===== src/hw/rtl/lift_carriage_sequencer_top_defines.svh =====
// Assertion macros shared by the lift carriage sequencer RTL.
// Each macro expands to one labeled concurrent assertion, disabled while the active-low reset is asserted.
`ifndef LIFT_CARRIAGE_SEQUENCER_TOP_DEFINES_SVH
`define LIFT_CARRIAGE_SEQUENCER_TOP_DEFINES_SVH

// Same-cycle implication, checked while out of reset
`define LCS_ASSERT_IMPLY(label, clk, rst_n, ante, cons, msg) \
    label: assert property (@(posedge clk) disable iff (!(rst_n)) (ante) |-> (cons)) \
        else $error(msg);

// Next-cycle implication, checked while out of reset
`define LCS_ASSERT_NEXT(label, clk, rst_n, ante, cons, msg) \
    label: assert property (@(posedge clk) disable iff (!(rst_n)) (ante) |=> (cons)) \
        else $error(msg);

`endif


===== src/hw/rtl/lcs_pkg.sv =====
// Package for the lift carriage sequencer: beat types, phase and drive codes, timing constants.
// No dependencies.
`timescale 1ns / 1ps

package lcs_pkg;

    // Input beat: one control pass
    typedef struct packed {
        logic [31:0] now_ms;
        logic        at_lower;
        logic        at_upper;
        logic        near_limit;
        logic [14:0] echo_us;
        logic [7:0]  host_mode;
        logic        chirp_phase;
        logic        descend_ok;
        logic        ramp_shut;
    } t_in_beat;

    // Output beat: phase, bridge command, lamp and homed flag
    typedef struct packed {
        logic [2:0] lift_phase;
        logic [1:0] drive_dir;
        logic [7:0] drive_duty;
        logic       led_on;
        logic       homed;
    } t_out_beat;

    // Sequencer phase, one-hot
    typedef enum logic [4:0] {
        PH_HOME   = 5'b00001,
        PH_IDLE   = 5'b00010,
        PH_UP     = 5'b00100,
        PH_STAGED = 5'b01000,
        PH_DOWN   = 5'b10000
    } t_phase;

    // Phase codes as reported on the output
    localparam logic [2:0] PCODE_HOME   = 3'd0;
    localparam logic [2:0] PCODE_IDLE   = 3'd1;
    localparam logic [2:0] PCODE_UP     = 3'd2;
    localparam logic [2:0] PCODE_STAGED = 3'd3;
    localparam logic [2:0] PCODE_DOWN   = 3'd4;

    // Bridge direction codes
    localparam logic [1:0] DIR_OFF  = 2'd0;
    localparam logic [1:0] DIR_UP   = 2'd1;
    localparam logic [1:0] DIR_DOWN = 2'd2;

    // Host modes
    localparam logic [7:0] MODE_MANUAL = 8'd0;
    localparam logic [7:0] MODE_HOMING = 8'd1;
    localparam logic [7:0] MODE_PAUSED = 8'd98;
    localparam logic [7:0] MODE_STOP   = 8'd99;

    // Configuration register indexes
    localparam logic [1:0] CFG_MAX_DUTY   = 2'd0;
    localparam logic [1:0] CFG_RAMP_STEP  = 2'd1;
    localparam logic [1:0] CFG_BRICK_NEAR = 2'd2;
    localparam logic [1:0] CFG_BRICK_FAR  = 2'd3;

    // Configuration reset values
    localparam logic [7:0]  RST_MAX_DUTY   = 8'd200;
    localparam logic [7:0]  RST_RAMP_STEP  = 8'd10;
    localparam logic [14:0] RST_BRICK_NEAR = 15'd30;
    localparam logic [14:0] RST_BRICK_FAR  = 15'd352;

    // Sequencer timing in ms
    localparam logic [31:0] CONFIRM_MS = 32'd2000;
    localparam logic [31:0] GRACE_MS   = 32'd500;
    localparam logic [31:0] TIMEOUT_MS = 32'd4000;
    localparam logic [31:0] PAUSE_MS   = 32'd1000;

    // One-hot phase to reported code
    function automatic logic [2:0] f_phase_code(input t_phase ph);
        logic [2:0] code;
        code = PCODE_IDLE;
        case (ph)
            PH_HOME:   code = PCODE_HOME;
            PH_IDLE:   code = PCODE_IDLE;
            PH_UP:     code = PCODE_UP;
            PH_STAGED: code = PCODE_STAGED;
            PH_DOWN:   code = PCODE_DOWN;
            default:   code = PCODE_IDLE;
        endcase
        return code;
    endfunction

endpackage


===== src/hw/rtl/lift_carriage_sequencer_top.sv =====
// Lift carriage sequencer: five-phase lift state machine driving an H-bridge.
// Depends on lcs_pkg and lift_carriage_sequencer_top_defines.svh.
//
// Usage:
//   Input channel (i_in_valid / o_in_stall / i_in_data) carries one control pass
//   per beat: timestamp, limit switches, echo width, host mode and host flags.
//   Output channel (o_out_valid / i_out_stall / o_out_data) returns one beat per
//   input beat: phase, limit-clamped bridge direction and duty, lamp, homed flag.
//   Config port (i_cfg_we / i_cfg_idx / i_cfg_data) writes max duty, ramp step
//   and the brick echo window; write only while no beat is in flight.
// Path: an input beat is captured in the input register, then goes through the
//   sequencer logic into the output register.
// Throughput: one beat per cycle while the output is not stalled; the sequencer
//   state updates together with the output register, so passes follow back to back.
// Reset: synchronous, active low; phase returns to idle, all timers, flags and
//   duty clear, config registers return to their defaults, both stages empty.
// Stall: a stalled output beat holds; an empty input register still takes one
//   more beat, then o_in_stall rises until the output side drains.
`timescale 1ns / 1ps
`include "lift_carriage_sequencer_top_defines.svh"

module lift_carriage_sequencer_top (
    input  logic              i_clk,
    input  logic              i_rst_n,
    // input channel
    input  logic              i_in_valid,
    output logic              o_in_stall,
    input  lcs_pkg::t_in_beat i_in_data,
    // output channel
    output logic              o_out_valid,
    input  logic              i_out_stall,
    output lcs_pkg::t_out_beat o_out_data,
    // config write port
    input  logic              i_cfg_we,
    input  logic [1:0]        i_cfg_idx,
    input  logic [14:0]       i_cfg_data
);

    // config registers
    logic [7:0]  r_max_duty;
    logic [7:0]  r_ramp_step;
    logic [14:0] r_brick_near;
    logic [14:0] r_brick_far;

    // pipeline registers
    logic               r_in_valid;
    lcs_pkg::t_in_beat  r_in;
    logic               r_out_valid;
    lcs_pkg::t_out_beat r_out;
    lcs_pkg::t_out_beat n_out;

    // sequencer state
    lcs_pkg::t_phase r_phase, n_phase;
    logic        r_confirm_pending, n_confirm_pending;
    logic [31:0] r_detect_time, n_detect_time;
    logic [31:0] r_lost_time, n_lost_time;
    logic        r_lost_armed, n_lost_armed;
    logic        r_ramp_seen_open, n_ramp_seen_open;
    logic [31:0] r_last_step_time, n_last_step_time;
    logic [7:0]  r_duty_level, n_duty_level;
    logic        r_pause_armed, n_pause_armed;
    logic [31:0] r_pause_start, n_pause_start;
    logic        r_homed_flag, n_homed_flag;
    logic [7:0]  r_prev_mode, n_prev_mode;
    logic        r_lamp, n_lamp;

    logic out_ready;
    logic pass_fire;

    // handshake: output register frees when empty or taken this cycle
    assign out_ready   = !r_out_valid || !i_out_stall;
    assign pass_fire   = r_in_valid && out_ready;
    assign o_in_stall  = r_in_valid && !out_ready;
    assign o_out_valid = r_out_valid;
    assign o_out_data  = r_out;

    // config writes
    always_ff @(posedge i_clk) begin
        if (!i_rst_n) begin
            r_max_duty   <= lcs_pkg::RST_MAX_DUTY;
            r_ramp_step  <= lcs_pkg::RST_RAMP_STEP;
            r_brick_near <= lcs_pkg::RST_BRICK_NEAR;
            r_brick_far  <= lcs_pkg::RST_BRICK_FAR;
        end else if (i_cfg_we) begin
            case (i_cfg_idx)
                lcs_pkg::CFG_MAX_DUTY:   r_max_duty   <= i_cfg_data[7:0];
                lcs_pkg::CFG_RAMP_STEP:  r_ramp_step  <= i_cfg_data[7:0];
                lcs_pkg::CFG_BRICK_NEAR: r_brick_near <= i_cfg_data;
                lcs_pkg::CFG_BRICK_FAR:  r_brick_far  <= i_cfg_data;
                default: ;
            endcase
        end
    end

    // input register
    always_ff @(posedge i_clk) begin
        if (!i_rst_n) begin
            r_in_valid <= 1'b0;
        end else if (!o_in_stall) begin
            r_in_valid <= i_in_valid;
        end
    end

    always_ff @(posedge i_clk) begin
        if (!o_in_stall && i_in_valid) begin
            r_in <= i_in_data;
        end
    end

    // sequencer pass
    always_comb begin
        logic        seen;
        logic [31:0] on_for;
        logic [31:0] step_age;
        logic [1:0]  cmd_dir;
        logic [7:0]  cmd_duty;
        logic [1:0]  fin_dir;
        logic [7:0]  fin_duty;

        n_phase           = r_phase;
        n_confirm_pending = r_confirm_pending;
        n_detect_time     = r_detect_time;
        n_lost_time       = r_lost_time;
        n_lost_armed      = r_lost_armed;
        n_ramp_seen_open  = r_ramp_seen_open;
        n_last_step_time  = r_last_step_time;
        n_duty_level      = r_duty_level;
        n_pause_armed     = r_pause_armed;
        n_pause_start     = r_pause_start;
        n_homed_flag      = r_homed_flag;
        n_prev_mode       = r_in.host_mode;
        n_lamp            = r_lamp;
        cmd_dir           = lcs_pkg::DIR_OFF;
        cmd_duty          = 8'd0;
        on_for            = 32'd0;

        seen = (r_in.echo_us != 15'd0) && (r_in.echo_us >= r_brick_near)
            && (r_in.echo_us <= r_brick_far);
        step_age = r_in.now_ms - r_last_step_time;

        // a fresh homing request drops the homed flag
        if (r_in.host_mode != r_prev_mode && r_in.host_mode == lcs_pkg::MODE_HOMING) begin
            n_homed_flag = 1'b0;
        end

        case (r_phase)
            lcs_pkg::PH_HOME: begin
                cmd_dir  = lcs_pkg::DIR_DOWN;
                cmd_duty = r_max_duty;
                if (r_in.at_lower) begin
                    cmd_dir = lcs_pkg::DIR_OFF;
                    n_phase = lcs_pkg::PH_IDLE;
                end
            end
            lcs_pkg::PH_IDLE: begin
                if (r_in.at_lower && n_homed_flag
                        && r_in.host_mode != lcs_pkg::MODE_MANUAL) begin
                    // first sighting starts the confirm window
                    if (seen && !n_confirm_pending) begin
                        n_detect_time     = r_in.now_ms;
                        n_confirm_pending = 1'b1;
                        n_lamp            = 1'b1;
                        n_lost_armed      = 1'b0;
                    end
                    if (n_confirm_pending) begin
                        on_for = r_in.now_ms - n_detect_time;
                        if (on_for >= lcs_pkg::CONFIRM_MS && seen && r_in.descend_ok) begin
                            n_phase           = lcs_pkg::PH_UP;
                            n_ramp_seen_open  = 1'b0;
                            n_confirm_pending = 1'b0;
                            n_lost_armed      = 1'b0;
                            n_lamp            = 1'b0;
                        end
                        // loss grace
                        if (!seen) begin
                            if (!n_lost_armed) begin
                                n_lost_time  = r_in.now_ms;
                                n_lost_armed = 1'b1;
                            end
                            if ((r_in.now_ms - n_lost_time) >= lcs_pkg::GRACE_MS) begin
                                n_confirm_pending = 1'b0;
                                n_lost_armed      = 1'b0;
                                n_lamp            = 1'b0;
                            end
                        end else begin
                            n_lost_armed = 1'b0;
                        end
                        // overall timeout
                        if (on_for > lcs_pkg::TIMEOUT_MS && !seen) begin
                            n_confirm_pending = 1'b0;
                            n_lamp            = 1'b0;
                        end
                    end
                end
            end
            lcs_pkg::PH_UP: begin
                if (step_age >= {24'd0, r_ramp_step}) begin
                    if (r_duty_level < r_max_duty) n_duty_level = r_duty_level + 8'd1;
                    n_last_step_time = r_in.now_ms;
                end
                cmd_dir  = lcs_pkg::DIR_UP;
                cmd_duty = n_duty_level;
                if (r_in.at_upper) begin
                    cmd_dir      = lcs_pkg::DIR_OFF;
                    n_duty_level = 8'd0;
                    n_phase      = lcs_pkg::PH_STAGED;
                end else begin
                    if (!r_in.ramp_shut) n_ramp_seen_open = 1'b1;
                    if (n_ramp_seen_open && r_in.ramp_shut) begin
                        cmd_dir      = lcs_pkg::DIR_OFF;
                        n_duty_level = 8'd0;
                        n_phase      = lcs_pkg::PH_STAGED;
                    end
                end
            end
            lcs_pkg::PH_STAGED: begin
                n_duty_level = 8'd0;
                if (!r_pause_armed) begin
                    n_pause_start = r_in.now_ms;
                    n_pause_armed = 1'b1;
                end else if ((r_in.now_ms - r_pause_start) >= lcs_pkg::PAUSE_MS
                        && r_in.descend_ok) begin
                    n_pause_armed = 1'b0;
                    n_phase       = lcs_pkg::PH_DOWN;
                end
            end
            lcs_pkg::PH_DOWN: begin
                if (step_age >= {24'd0, r_ramp_step}) begin
                    if (r_duty_level < r_max_duty) n_duty_level = r_duty_level + 8'd1;
                    n_last_step_time = r_in.now_ms;
                end
                if (r_in.at_lower) begin
                    n_duty_level = 8'd0;
                    n_phase      = lcs_pkg::PH_IDLE;
                end else begin
                    cmd_dir  = lcs_pkg::DIR_DOWN;
                    cmd_duty = n_duty_level;
                end
            end
            default: ;
        endcase

        // host mode overrides
        if (r_in.host_mode == lcs_pkg::MODE_MANUAL) begin
            n_phase           = lcs_pkg::PH_IDLE;
            cmd_dir           = lcs_pkg::DIR_OFF;
            n_confirm_pending = 1'b0;
        end else if (r_in.host_mode == lcs_pkg::MODE_HOMING) begin
            if (!r_in.chirp_phase) begin
                n_phase = lcs_pkg::PH_HOME;
                if (r_in.near_limit) n_homed_flag = 1'b1;
            end
        end else if (r_in.host_mode inside {lcs_pkg::MODE_PAUSED, lcs_pkg::MODE_STOP}) begin
            cmd_dir = lcs_pkg::DIR_OFF;
        end

        // zero duty means off, off means zero duty
        fin_dir  = (cmd_duty == 8'd0) ? lcs_pkg::DIR_OFF : cmd_dir;
        fin_duty = (fin_dir == lcs_pkg::DIR_OFF) ? 8'd0 : cmd_duty;

        // limit clamp
        if ((fin_dir == lcs_pkg::DIR_UP && r_in.at_upper)
                || (fin_dir == lcs_pkg::DIR_DOWN && r_in.at_lower)) begin
            fin_dir  = lcs_pkg::DIR_OFF;
            fin_duty = 8'd0;
        end

        n_out.lift_phase = lcs_pkg::f_phase_code(n_phase);
        n_out.drive_dir  = fin_dir;
        n_out.drive_duty = fin_duty;
        n_out.led_on     = n_lamp;
        n_out.homed      = n_homed_flag;
    end

    // sequencer state, updated once per pass
    always_ff @(posedge i_clk) begin
        if (!i_rst_n) begin
            r_phase           <= lcs_pkg::PH_IDLE;
            r_confirm_pending <= 1'b0;
            r_detect_time     <= 32'd0;
            r_lost_time       <= 32'd0;
            r_lost_armed      <= 1'b0;
            r_ramp_seen_open  <= 1'b0;
            r_last_step_time  <= 32'd0;
            r_duty_level      <= 8'd0;
            r_pause_armed     <= 1'b0;
            r_pause_start     <= 32'd0;
            r_homed_flag      <= 1'b0;
            r_prev_mode       <= 8'd0;
            r_lamp            <= 1'b0;
        end else if (pass_fire) begin
            r_phase           <= n_phase;
            r_confirm_pending <= n_confirm_pending;
            r_detect_time     <= n_detect_time;
            r_lost_time       <= n_lost_time;
            r_lost_armed      <= n_lost_armed;
            r_ramp_seen_open  <= n_ramp_seen_open;
            r_last_step_time  <= n_last_step_time;
            r_duty_level      <= n_duty_level;
            r_pause_armed     <= n_pause_armed;
            r_pause_start     <= n_pause_start;
            r_homed_flag      <= n_homed_flag;
            r_prev_mode       <= n_prev_mode;
            r_lamp            <= n_lamp;
        end
    end

    // output register
    always_ff @(posedge i_clk) begin
        if (!i_rst_n) begin
            r_out_valid <= 1'b0;
        end else if (out_ready) begin
            r_out_valid <= r_in_valid;
        end
    end

    always_ff @(posedge i_clk) begin
        if (pass_fire) begin
            r_out <= n_out;
        end
    end

    // checks
    `LCS_ASSERT_IMPLY(a_drive_has_duty, i_clk, i_rst_n, r_out_valid && r_out.drive_dir != lcs_pkg::DIR_OFF, r_out.drive_duty != 8'd0, "active drive beat with zero duty")
    `LCS_ASSERT_IMPLY(a_confirm_lamp, i_clk, i_rst_n, r_confirm_pending, r_lamp, "confirm pending with lamp off")
    `LCS_ASSERT_NEXT(a_held_pass_kept, i_clk, i_rst_n, r_in_valid && !out_ready, r_in_valid && $stable(r_in), "held pass lost from input register")

endmodule

===== config.mk =====
export PLATFORM = sky130hd
export DESIGN_NAME = lift_carriage_sequencer_top
export DESIGN_NICKNAME = d
export VERILOG_FILES = /design/src/hw/rtl/lcs_pkg.sv /design/src/hw/rtl/lift_carriage_sequencer_top.sv
export VERILOG_INCLUDE_DIRS = /design/src /design/src/hw/rtl
export SDC_FILE = /design/constraint.sdc
export NUM_CORES = 1
export LEC_CHECK = 0
export ABC_CLOCK_PERIOD_IN_PS = 13700
export BUFFER_PORTS_ARGS = -buffer_cell sky130_fd_sc_hd__buf_2
export CAP_MARGIN = 20
export CORE_ASPECT_RATIO = 2
export CORE_MARGIN = 4
export CORE_UTILIZATION = 52
export DETAILED_ROUTE_END_ITERATION = 7
export GPL_TIMING_DRIVEN = 0
export PLACE_DENSITY = 0.65
export SLEW_MARGIN = 5
export SYNTH_ARGS = -nofsm -noshare
export SYNTH_HDL_FRONTEND = slang
export SYNTH_SLANG_ARGS = --single-unit

===== constraint.sdc =====
create_clock -name i_clk -period 13.7 [get_ports i_clk]
set_input_delay 2.74 -clock i_clk [delete_from_list [all_inputs] [get_ports i_clk]]
set_output_delay 2.74 -clock i_clk [all_outputs]
set_load 0.005 [all_outputs]

* Word-level counts from Yosys, hierarchy flattened
Cells that the tools add are included.
** Cells by class
- $add $sub $neg :: 5
- Order comparisons :: 8
- Equal/unequal tests :: 22
- Mux-type cells :: 78
- Bitwise gates (word level) :: 2
- Reductions and logical operators :: 50
** Operators with widths (number)
- $mux W32 :: 8
- $sub A32 B32 Y32 :: 4
- $mux W5 :: 11
- $pmux W8 S3 :: 2
- $mux W1 :: 43
- $mux W8 :: 5
- $ge A32 B10 Y1 const B :: 1
- $ge A32 B11 Y1 const B :: 1
- $ge A32 B8 Y1 :: 1
- $ge A32 B9 Y1 const B :: 1
- $gt A32 B12 Y1 const B :: 1
- $pmux W5 S4 :: 1
- $eq A8 B7 Y1 const B :: 2
- $logic_and A1 B1 Y1 :: 16
- $logic_not A8 Y1 :: 2
- $ge A15 B15 Y1 :: 1
- $le A15 B15 Y1 :: 1
- $reduce_bool A15 Y1 :: 1
- $pmux W3 S4 :: 1
- $reduce_and A2 Y1 :: 6
- $reduce_and A3 Y1 :: 4
- $eq A5 B1 Y1 const B :: 2
- $eq A5 B3 Y1 const B :: 2
- $eq A5 B4 Y1 const B :: 2
- 22 further kinds :: 46
** Word-level totals
- Register bits :: 279
- Input port bits :: 83
- Logic and storage cells :: 198

* Longest topological paths before layout
Gate-level depths: netlist (run 1).
- Depth in word-level cells :: 29
- Mapped depth :: 48

* Worst setup path after synthesis (run 1)
No wires, ideal clock.
- Path kind :: reg2reg
- From :: register r_in[15] (netlist name)
- To :: register r_out (netlist bit o_out_data[1]), data pin
- Arrival :: 10593 ps
- Path slack :: 2937 ps
- Stages on the path, launching flop included :: 44
- Path buffers :: 6
- Period minus slack after synthesis :: 10763 ps
- Cells stage by stage :: edfxtp_1 ha_1 a21o_1 a211oi_1 o21ai_1 a41o_1 o211ai_2 clkbuf_1 clkbuf_1 mux2i_1 ha_1 buf_6 a21oi_2 o21ai_2 a211oi_2 o21bai_1 a221o_1 a2111oi_0 [... 8 more ...] ha_1 fa_1 nor2b_1 o21ai_0 nand2b_1 a21o_1 a21o_1 a21o_1 o21ai_0 a21o_1 o41ai_2 nand3b_1 a311o_1 a211oi_1 nor3_1 nor4b_1 nand4_2 a311oi_2
** Between the ends
- Word-level cells in the longest chain between the ends :: 28
- Elaborated cells on any way between the ends :: 39
** RTL lines
- start: declaration :: line lift_carriage_sequencer_top.sv:47 : lcs_pkg::t_in_beat r_in;
- start signal: assignment :: line lift_carriage_sequencer_top.sv:106 : r_in <= i_in_data;
- $ge A15 B15 Y1 or $reduce_bool A15 Y1 (tied branches) :: line lift_carriage_sequencer_top.sv:137 : seen = (r_in.echo_us != 15'd0) && (r_in.echo_us >= r_brick_near)
- $logic_and A1 B1 Y1 :: line lift_carriage_sequencer_top.sv:137
- $logic_and A1 B1 Y1 * :: line lift_carriage_sequencer_top.sv:138 : && (r_in.echo_us <= r_brick_far);
- $logic_and A1 B1 Y1 :: line lift_carriage_sequencer_top.sv:159 : if (seen && !n_confirm_pending) begin
- $mux W32 :: line lift_carriage_sequencer_top.sv:159
- $mux W32 :: line lift_carriage_sequencer_top.sv:156 : if (r_in.at_lower && n_homed_flag
- $mux W32 :: line lift_carriage_sequencer_top.sv:146 : case (r_phase)
- $sub A32 B32 Y32 :: line lift_carriage_sequencer_top.sv:166 : on_for = r_in.now_ms - n_detect_time;
- [... 13 more ...]
- $ge A32 B9 Y1 :: line lift_carriage_sequencer_top.sv:180 : if ((r_in.now_ms - n_lost_time) >= lcs_pkg::GRACE_MS) begin
- $mux W1 :: line lift_carriage_sequencer_top.sv:180
- $mux W1 :: line lift_carriage_sequencer_top.sv:175 : if (!seen) begin
- $mux W1 :: line lift_carriage_sequencer_top.sv:189 : if (on_for > lcs_pkg::TIMEOUT_MS && !seen) begin
- $mux W1 * :: line lift_carriage_sequencer_top.sv:165 : if (n_confirm_pending) begin
- $mux W1 * :: line lift_carriage_sequencer_top.sv:156
- $mux W1 * :: line lift_carriage_sequencer_top.sv:146
- net n_lamp :: line lift_carriage_sequencer_top.sv:65 : logic r_lamp, n_lamp;
- end signal: assignment :: line lift_carriage_sequencer_top.sv:319 : r_out <= n_out;
- end: declaration :: line lift_carriage_sequencer_top.sv:49 : lcs_pkg::t_out_beat r_out;
Mark *: on every way through the listed nets, which the timed path passes. The rest lies on a longest branch. The select of a mux whose other input is x is not followed.
A chain may end at the register's enable or synchronous reset.

* Worst setup path after layout (run 1)
- From :: register r_in[13] (netlist name)
- To :: register r_out (netlist bit o_out_data[1]), data pin
The elaborated chain is that of the path after synthesis.

==> metrics.txt, run 1 <==
DRC 0; sum of negative setup slack 0 ns; initial core utilization 0.528; Register Area 0.00635 sq mm; Yosys cell types 91; IO buf count 97; H-tree depth 1; unrepaired setup endpoints after global routing no; Bufs and invs on worst path 9; Mean Syn Cell Area 7.87 sq um; CTS tree built; chip width 149 microns; IO Pins 100; hold buffers post-CTS 0; Peak supply drop 0.000113 V; FMAX 75.8 MHz; clk buf depth 3; dpl ws -0.864 ns; diodes inserted 0; Flop pwr share 0.408; FFs w/ async S/R, synth 0; Clk pwr share 0.373; initial antenna violation count 0; Worst EP arrival 13.61 ns; CP peak stage delay 0.67 ns; max_slew headroom 0.223; remaining global-route overflow 0; post-placement cell count 3232; Worst EP required 14.12 ns; Critical Path Fanout Max 10; Main synth FF type dfxtp_1; outcome finished clean; Tmin final 13.19 ns; crit end category flip-flop; most frequent cell after synthesis nand2_1; Commonest cells post-synth 307 x nand2_1, 275 x nor2_1, 268 x a21oi_1; slew of the pin with the lowest slew margin 1.14 ns; Synth top area share 0.198; TritonRoute pass-1 iters 6; area delta synth->final 10.9%; Hold WC Path Type flip-flop to flip-flop; Reg clk slew, reported paths 0.07 ns; crit path max-delay cell type a2111oi_2; endpoints failing hold 0; clk_skew 0.0264 ns; Gate power share 0.219; Sw Pwr 700 uW; Root Driver clkbuf_16; crit path from r_in[13]; # fillers 3654; total of max-cap violations 0; Worst-Skew Late Latency 0.59 ns; delay-heaviest family, CP compound AO/OA/AOI/OAI gates; Worst setup SP type flip-flop; Die H 289 microns; Syn. warnings 0; final core utilization 0.585; total die area 0.0429 sq mm; All-Layer GR Usage 0.330; largest net degree at the start of global routing 25; period utilization 0.963; via count 20200; post-DR vias/cell 6.14; setup ws final 0.509 ns; EDFF count, synth 76; mapped cell area 0.0205 sq mm; Worst R2R Setup Slack 0.51 ns; clk sinks 279; Synth Net Count 2859; Slew Limit Fails 0; switching fraction of total power 0.317; total length of routed wires 72500 microns; dominant cell type by area after synthesis dfxtp_1; Pint 1510 uW; Detail Route Antenna Nets 0; Power Total 2210 uW; final setup fails 0; PwrDens 97.0 mW/mm^2; hpwl dp 58000 microns; first-pass GRT wire length 111000 microns; synth top area cells dfxtp_1 20%, edfxtp_1 11%, ha_1 9.9%; WL/cell 22.1 microns; register area share after synthesis 0.309; Seq cells post-synth 279; number of global-route vias before repair 20200; Rows 102; Pleak 0.00895 uW; WS Path Type flip-flop to flip-flop; GPL Wtd Cong 1.03; fraction of layout cells with a size suffix above 1 0.0799; core area 0.0389 sq mm; Gate Count Post-Synth 2610; RR Startpoint r_in[13]; DR iter-0 viols 1123; Worst Hold Launch r_pause_start[21]; Multi-input gate area 0.0130 sq mm; nets@finish 2992; Inserted Clock Buffers 28; Cell Count, Final, Fillers Out 3285
==> power by group through the flow <==
stage	registers (uW)	logic (uW)	clock network [uW]
after floorplan	900	332	0
after global placement	920	462	0
after detailed placement	919	471	0
after CTS	901	476	840
after global routing	901	527	867
final	901	484	825
==> layout make-up <==
type / count / share of cell area
Inverter: 196 / 0.0323
Clock buffer: 34 / 0.0326
Clock inverter: 18 / 0.00989
Multi-Input combinational cell: 2018 / 0.572
Sequential cell: 279 / 0.279
Buffer: 117 / 0.0210
Timing Repair Buffer: 103 / 0.0249
Tap cell: 520 / 0.0286
==> cells in the final DEF, fill, tap and decap left out, drive strengths merged, types with 13 or more instances in the layout <==
cell	count
nand2	308
nor2	276
a21oi	273
dfxtp	203
inv	195
ha	162
clkbuf	128
o21ai	127
buf	126
mux2i	99
edfxtp	76
a21o	52
nor3	52
nand3	49
a211oi	47
nand2b	37
xnor2	35
nand4	33
a31oi	32
nor2b	31
xor2	28
o211ai	28
o21a	21
nor4	21
o21bai	18
or3	18
a2111oi	17
and3	15
and2	15
or2	14
o22ai	14
clkinv	13
==> repair_timing <==
action | CTS | global route
endpoints found under the setup margin | 4 | 4
setup buffers | 0 | 0
resized for setup | 7 | 9
cloned | 0 | 0
==> flip-flops by register name (all words and copies together), names as in the netlist, 5 cells and up <==
signal	flops
r_pause_start	32
r_last_step_time	32
r_prev_mode	8
r_ramp_step	8
r_brick_far	15
r_phase	5
r_in	53
r_max_duty	8
r_lost_time	32
r_brick_near	15
r_detect_time	32
o_out_data	15
r_duty_level	8
n_prev_mode	8
==> worst paths after layout <==
kind,endpoint,cells past startpoint
setup / recovery,o_out_data[1],44
hold / removal,r_pause_start[21],2
setup reg to reg,o_out_data[1],44
hold reg to reg,r_pause_start[21],2
==> worst register-to-register path: cells and delay by family (launching register included) <==
kind / cells / cell delay (ns)
adders and majority gates: 3 / 0.89
muxes: 1 / 0.29
buffers and inverters: 9 / 2.51
and+or+nand+nor: 7 / 2.12
AOI/OAI and AO/OA: 24 / 6.78
DFF: 1 / 0.46
==> cells by family after synthesis <==
logic type	Yosys count	share of synthesized area
fa+ha+maj	172	0.105
flops	279	0.309
buf+inv	313	0.0586
mux	105	0.0515
compound gates	763	0.242
simple gates	915	0.207
xor+xnor	63	0.0269
==> through the flow <==
| step | hold WS, ns | area, sq um |
|---|---|---|
| 3_5_place_dp | 0.446 | 21800 |
| 6_report | 0.455 | 22800 |
| 4_1_cts | 0.456 | 22800 |
| 3_3_place_gp | 0.441 | 21700 |
| 2_1_floorplan | 0.432 | 20500 |
| 5_1_grt | 0.472 | 22800 |
==> metal layers <==
metal,wire length (microns),GRT usage
met5,0,0
met4,7310,0.275
met3,3540,0.0355
met2,37800,0.625
met1,23900,0.312
No activity file was read; power rests on OpenSTA's default activity.
==> run 2: changes to the inputs <==
--- a/config.mk
+++ b/config.mk
@@ -14,7 +14,7 @@
 export CORE_UTILIZATION = 52
 export DETAILED_ROUTE_END_ITERATION = 7
 export GPL_TIMING_DRIVEN = 0
-export PLACE_DENSITY = 0.65
+export PLACE_DENSITY = 0.76
 export SLEW_MARGIN = 5
 export SYNTH_ARGS = -nofsm -noshare
 export SYNTH_HDL_FRONTEND = slang
==> run 2 against run 1 <==
The run now ends with capacitance limit left. Global-route usage fell by 0.22 points. Routed wire length down 0.54%. Fmax is 0.63% lower. Register-to-register slack worse by 0.08 ns. Clock skew shrank 0.0080 ns. Sequential cell count unchanged. Count of clock-buffer cells in the layout increased by 2. Largest cell class unchanged.
==> metrics.txt, run 2 (synthesis gave the netlist of run 1 again) <==
outcome finished with violations; failing checks capacitance limit; Pint 1540 uW; H-tree depth 1; crit end category flip-flop; Tmin final 13.27 ns; clk buf depth 3; setup ws final 0.425 ns; IO Pins 100; Flop pwr share 0.403; final instance area 0.0228 sq mm; diodes inserted 0; Clk pwr share 0.380; sum of negative setup slack 0 ns; remaining global-route overflow 0; placed cell areas 0.0218 sq mm; fraction of layout cells with a size suffix above 1 0.0807; Rows 102; PwrDens 98.0 mW/mm^2; area delta synth->final 11.0%; crit path from r_in[15]; GPL Wtd Cong 1.02; RR Startpoint r_in[15]; Hold WC Path Type flip-flop to flip-flop; hpwl dp 57000 microns; worst reg2reg path endpoint o_out_data[1]; chip width 149 microns; hold buffers post-CTS 0; switching fraction of total power 0.313; DR iter-0 viols 1193; CP endpoint o_out_data[1]; number of flip-flops in the largest register 53; CTS tree built; hold_ws 0.456 ns; Sw Pwr 699 uW; Die H 289 microns; number of global-route vias before repair 20500; max_slew headroom 0.0223; slew of the pin with the lowest slew margin 1.45 ns; WL/cell 22.0 microns; core area 0.0389 sq mm; Peak supply drop 0.000116 V; endpoints failing hold 0; Biggest register r_in; commonest non-fill, non-tap cells in the layout 307 x nand2_1, 275 x nor2_1, 268 x a21oi_1, 203 x dfxtp_1, 193 x inv_1; IO buf count 97; unrepaired setup endpoints after global routing no; Pleak 0.00898 uW; Gate power share 0.217; first-pass GRT wire length 110000 microns; via count 20500; final setup fails 0; DRC 0; reg2reg path depth 42; crit path max-delay cell type or4b_4; TritonRoute pass-1 iters 5; commonest non-fill, non-tap cell in the layout nand2_1; Worst-Skew Late Latency 0.59 ns; total of max-cap violations 1; period utilization 0.969; Inserted Clock Buffers 29; Reg clk slew, reported paths 0.06 ns; clk sinks 279; Worst R2R Setup Slack 0.43 ns; dpl ws -1.46 ns; Worst EP arrival 13.64 ns; clk_skew 0.0184 ns; Critical Path Fanout Max 10; total length of routed wires 72100 microns; Root Driver clkbuf_16; post-DR vias/cell 6.23; initial core utilization 0.528; initial antenna violation count 0; postcts setup bufs 0; CP peak stage delay 0.60 ns; Worst EP required 14.07 ns; FMAX 75.3 MHz; total die area 0.0429 sq mm; Detail Route Antenna Nets 0; Worst setup SP type flip-flop; All-Layer GR Usage 0.328; Power Total 2240 uW; Slew Limit Fails 0; WS Path Type flip-flop to flip-flop; nets@finish 2992; largest net degree at the start of global routing 29
## run 2: critical path, delay by kind of cell, from the launching register on
kind | cells | cell delay [ns]
AOI/OAI and AO/OA | 22 | 6.24
buffers and inverters | 9 | 2.48
DFF | 1 | 0.44
and+or+nand+nor | 6 | 2.35
muxes | 2 | 0.62
adders and majority gates | 3 | 0.88
## run 2: area by class of cell
type	count	area, sq um
Tap cell	520	651
Buffer	117	478
Timing Repair Buffer	102	551
Clock inverter	17	203
Sequential cell	279	6350
Multi-Input combinational cell	2018	13000
Clock buffer	36	803
Inverter	196	736
Fill cell	3607	16100
## run 2: worst min path at each step
stage,from,to,slack [ns],depth (start not counted)
after detailed placement,r_pause_start[24],r_pause_start[24],0.45,2
after floorplan,r_detect_time[0],r_detect_time[0],0.43,2
after global routing,r_pause_start[27],r_pause_start[27],0.47,2
after CTS,r_pause_start[24],r_pause_start[24],0.45,2
after global placement,r_lost_time[0],r_lost_time[0],0.44,2
final,r_pause_start[24],r_pause_start[24],0.46,2
## run 2: power groups by stage
| stage | logic [uW] | clock network [uW] | registers, uW |
|---|---|---|---|
| after floorplan | 332 | 0 | 900 |
| after global placement | 460 | 0 | 919 |
| after detailed placement | 471 | 0 | 917 |
| after CTS | 475 | 855 | 900 |
| after global routing | 529 | 891 | 901 |
| final | 485 | 849 | 901 |
## run 2: routing by layer
layer | global-route usage | share of wire
met1 | 0.313 | 0.34
met2 | 0.626 | 0.53
met3 | 0.0311 | 0.045
met4 | 0.260 | 0.094
met5 | 0 | 0
## run 2: repair_timing
item | 4_1_cts | 5_1_grt
gates resized for setup | 9 | 9
endpoints found under the setup margin | 4 | 4
endpoints found under the hold margin | 0 | 0
## run 2: stage by stage
stage                     std cells  utilization
after global routing           3285        0.586
after CTS                      3285        0.585
after detailed placement       3232        0.559
after floorplan                2610            -
final                          3285        0.586
after global placement         3227        0.557
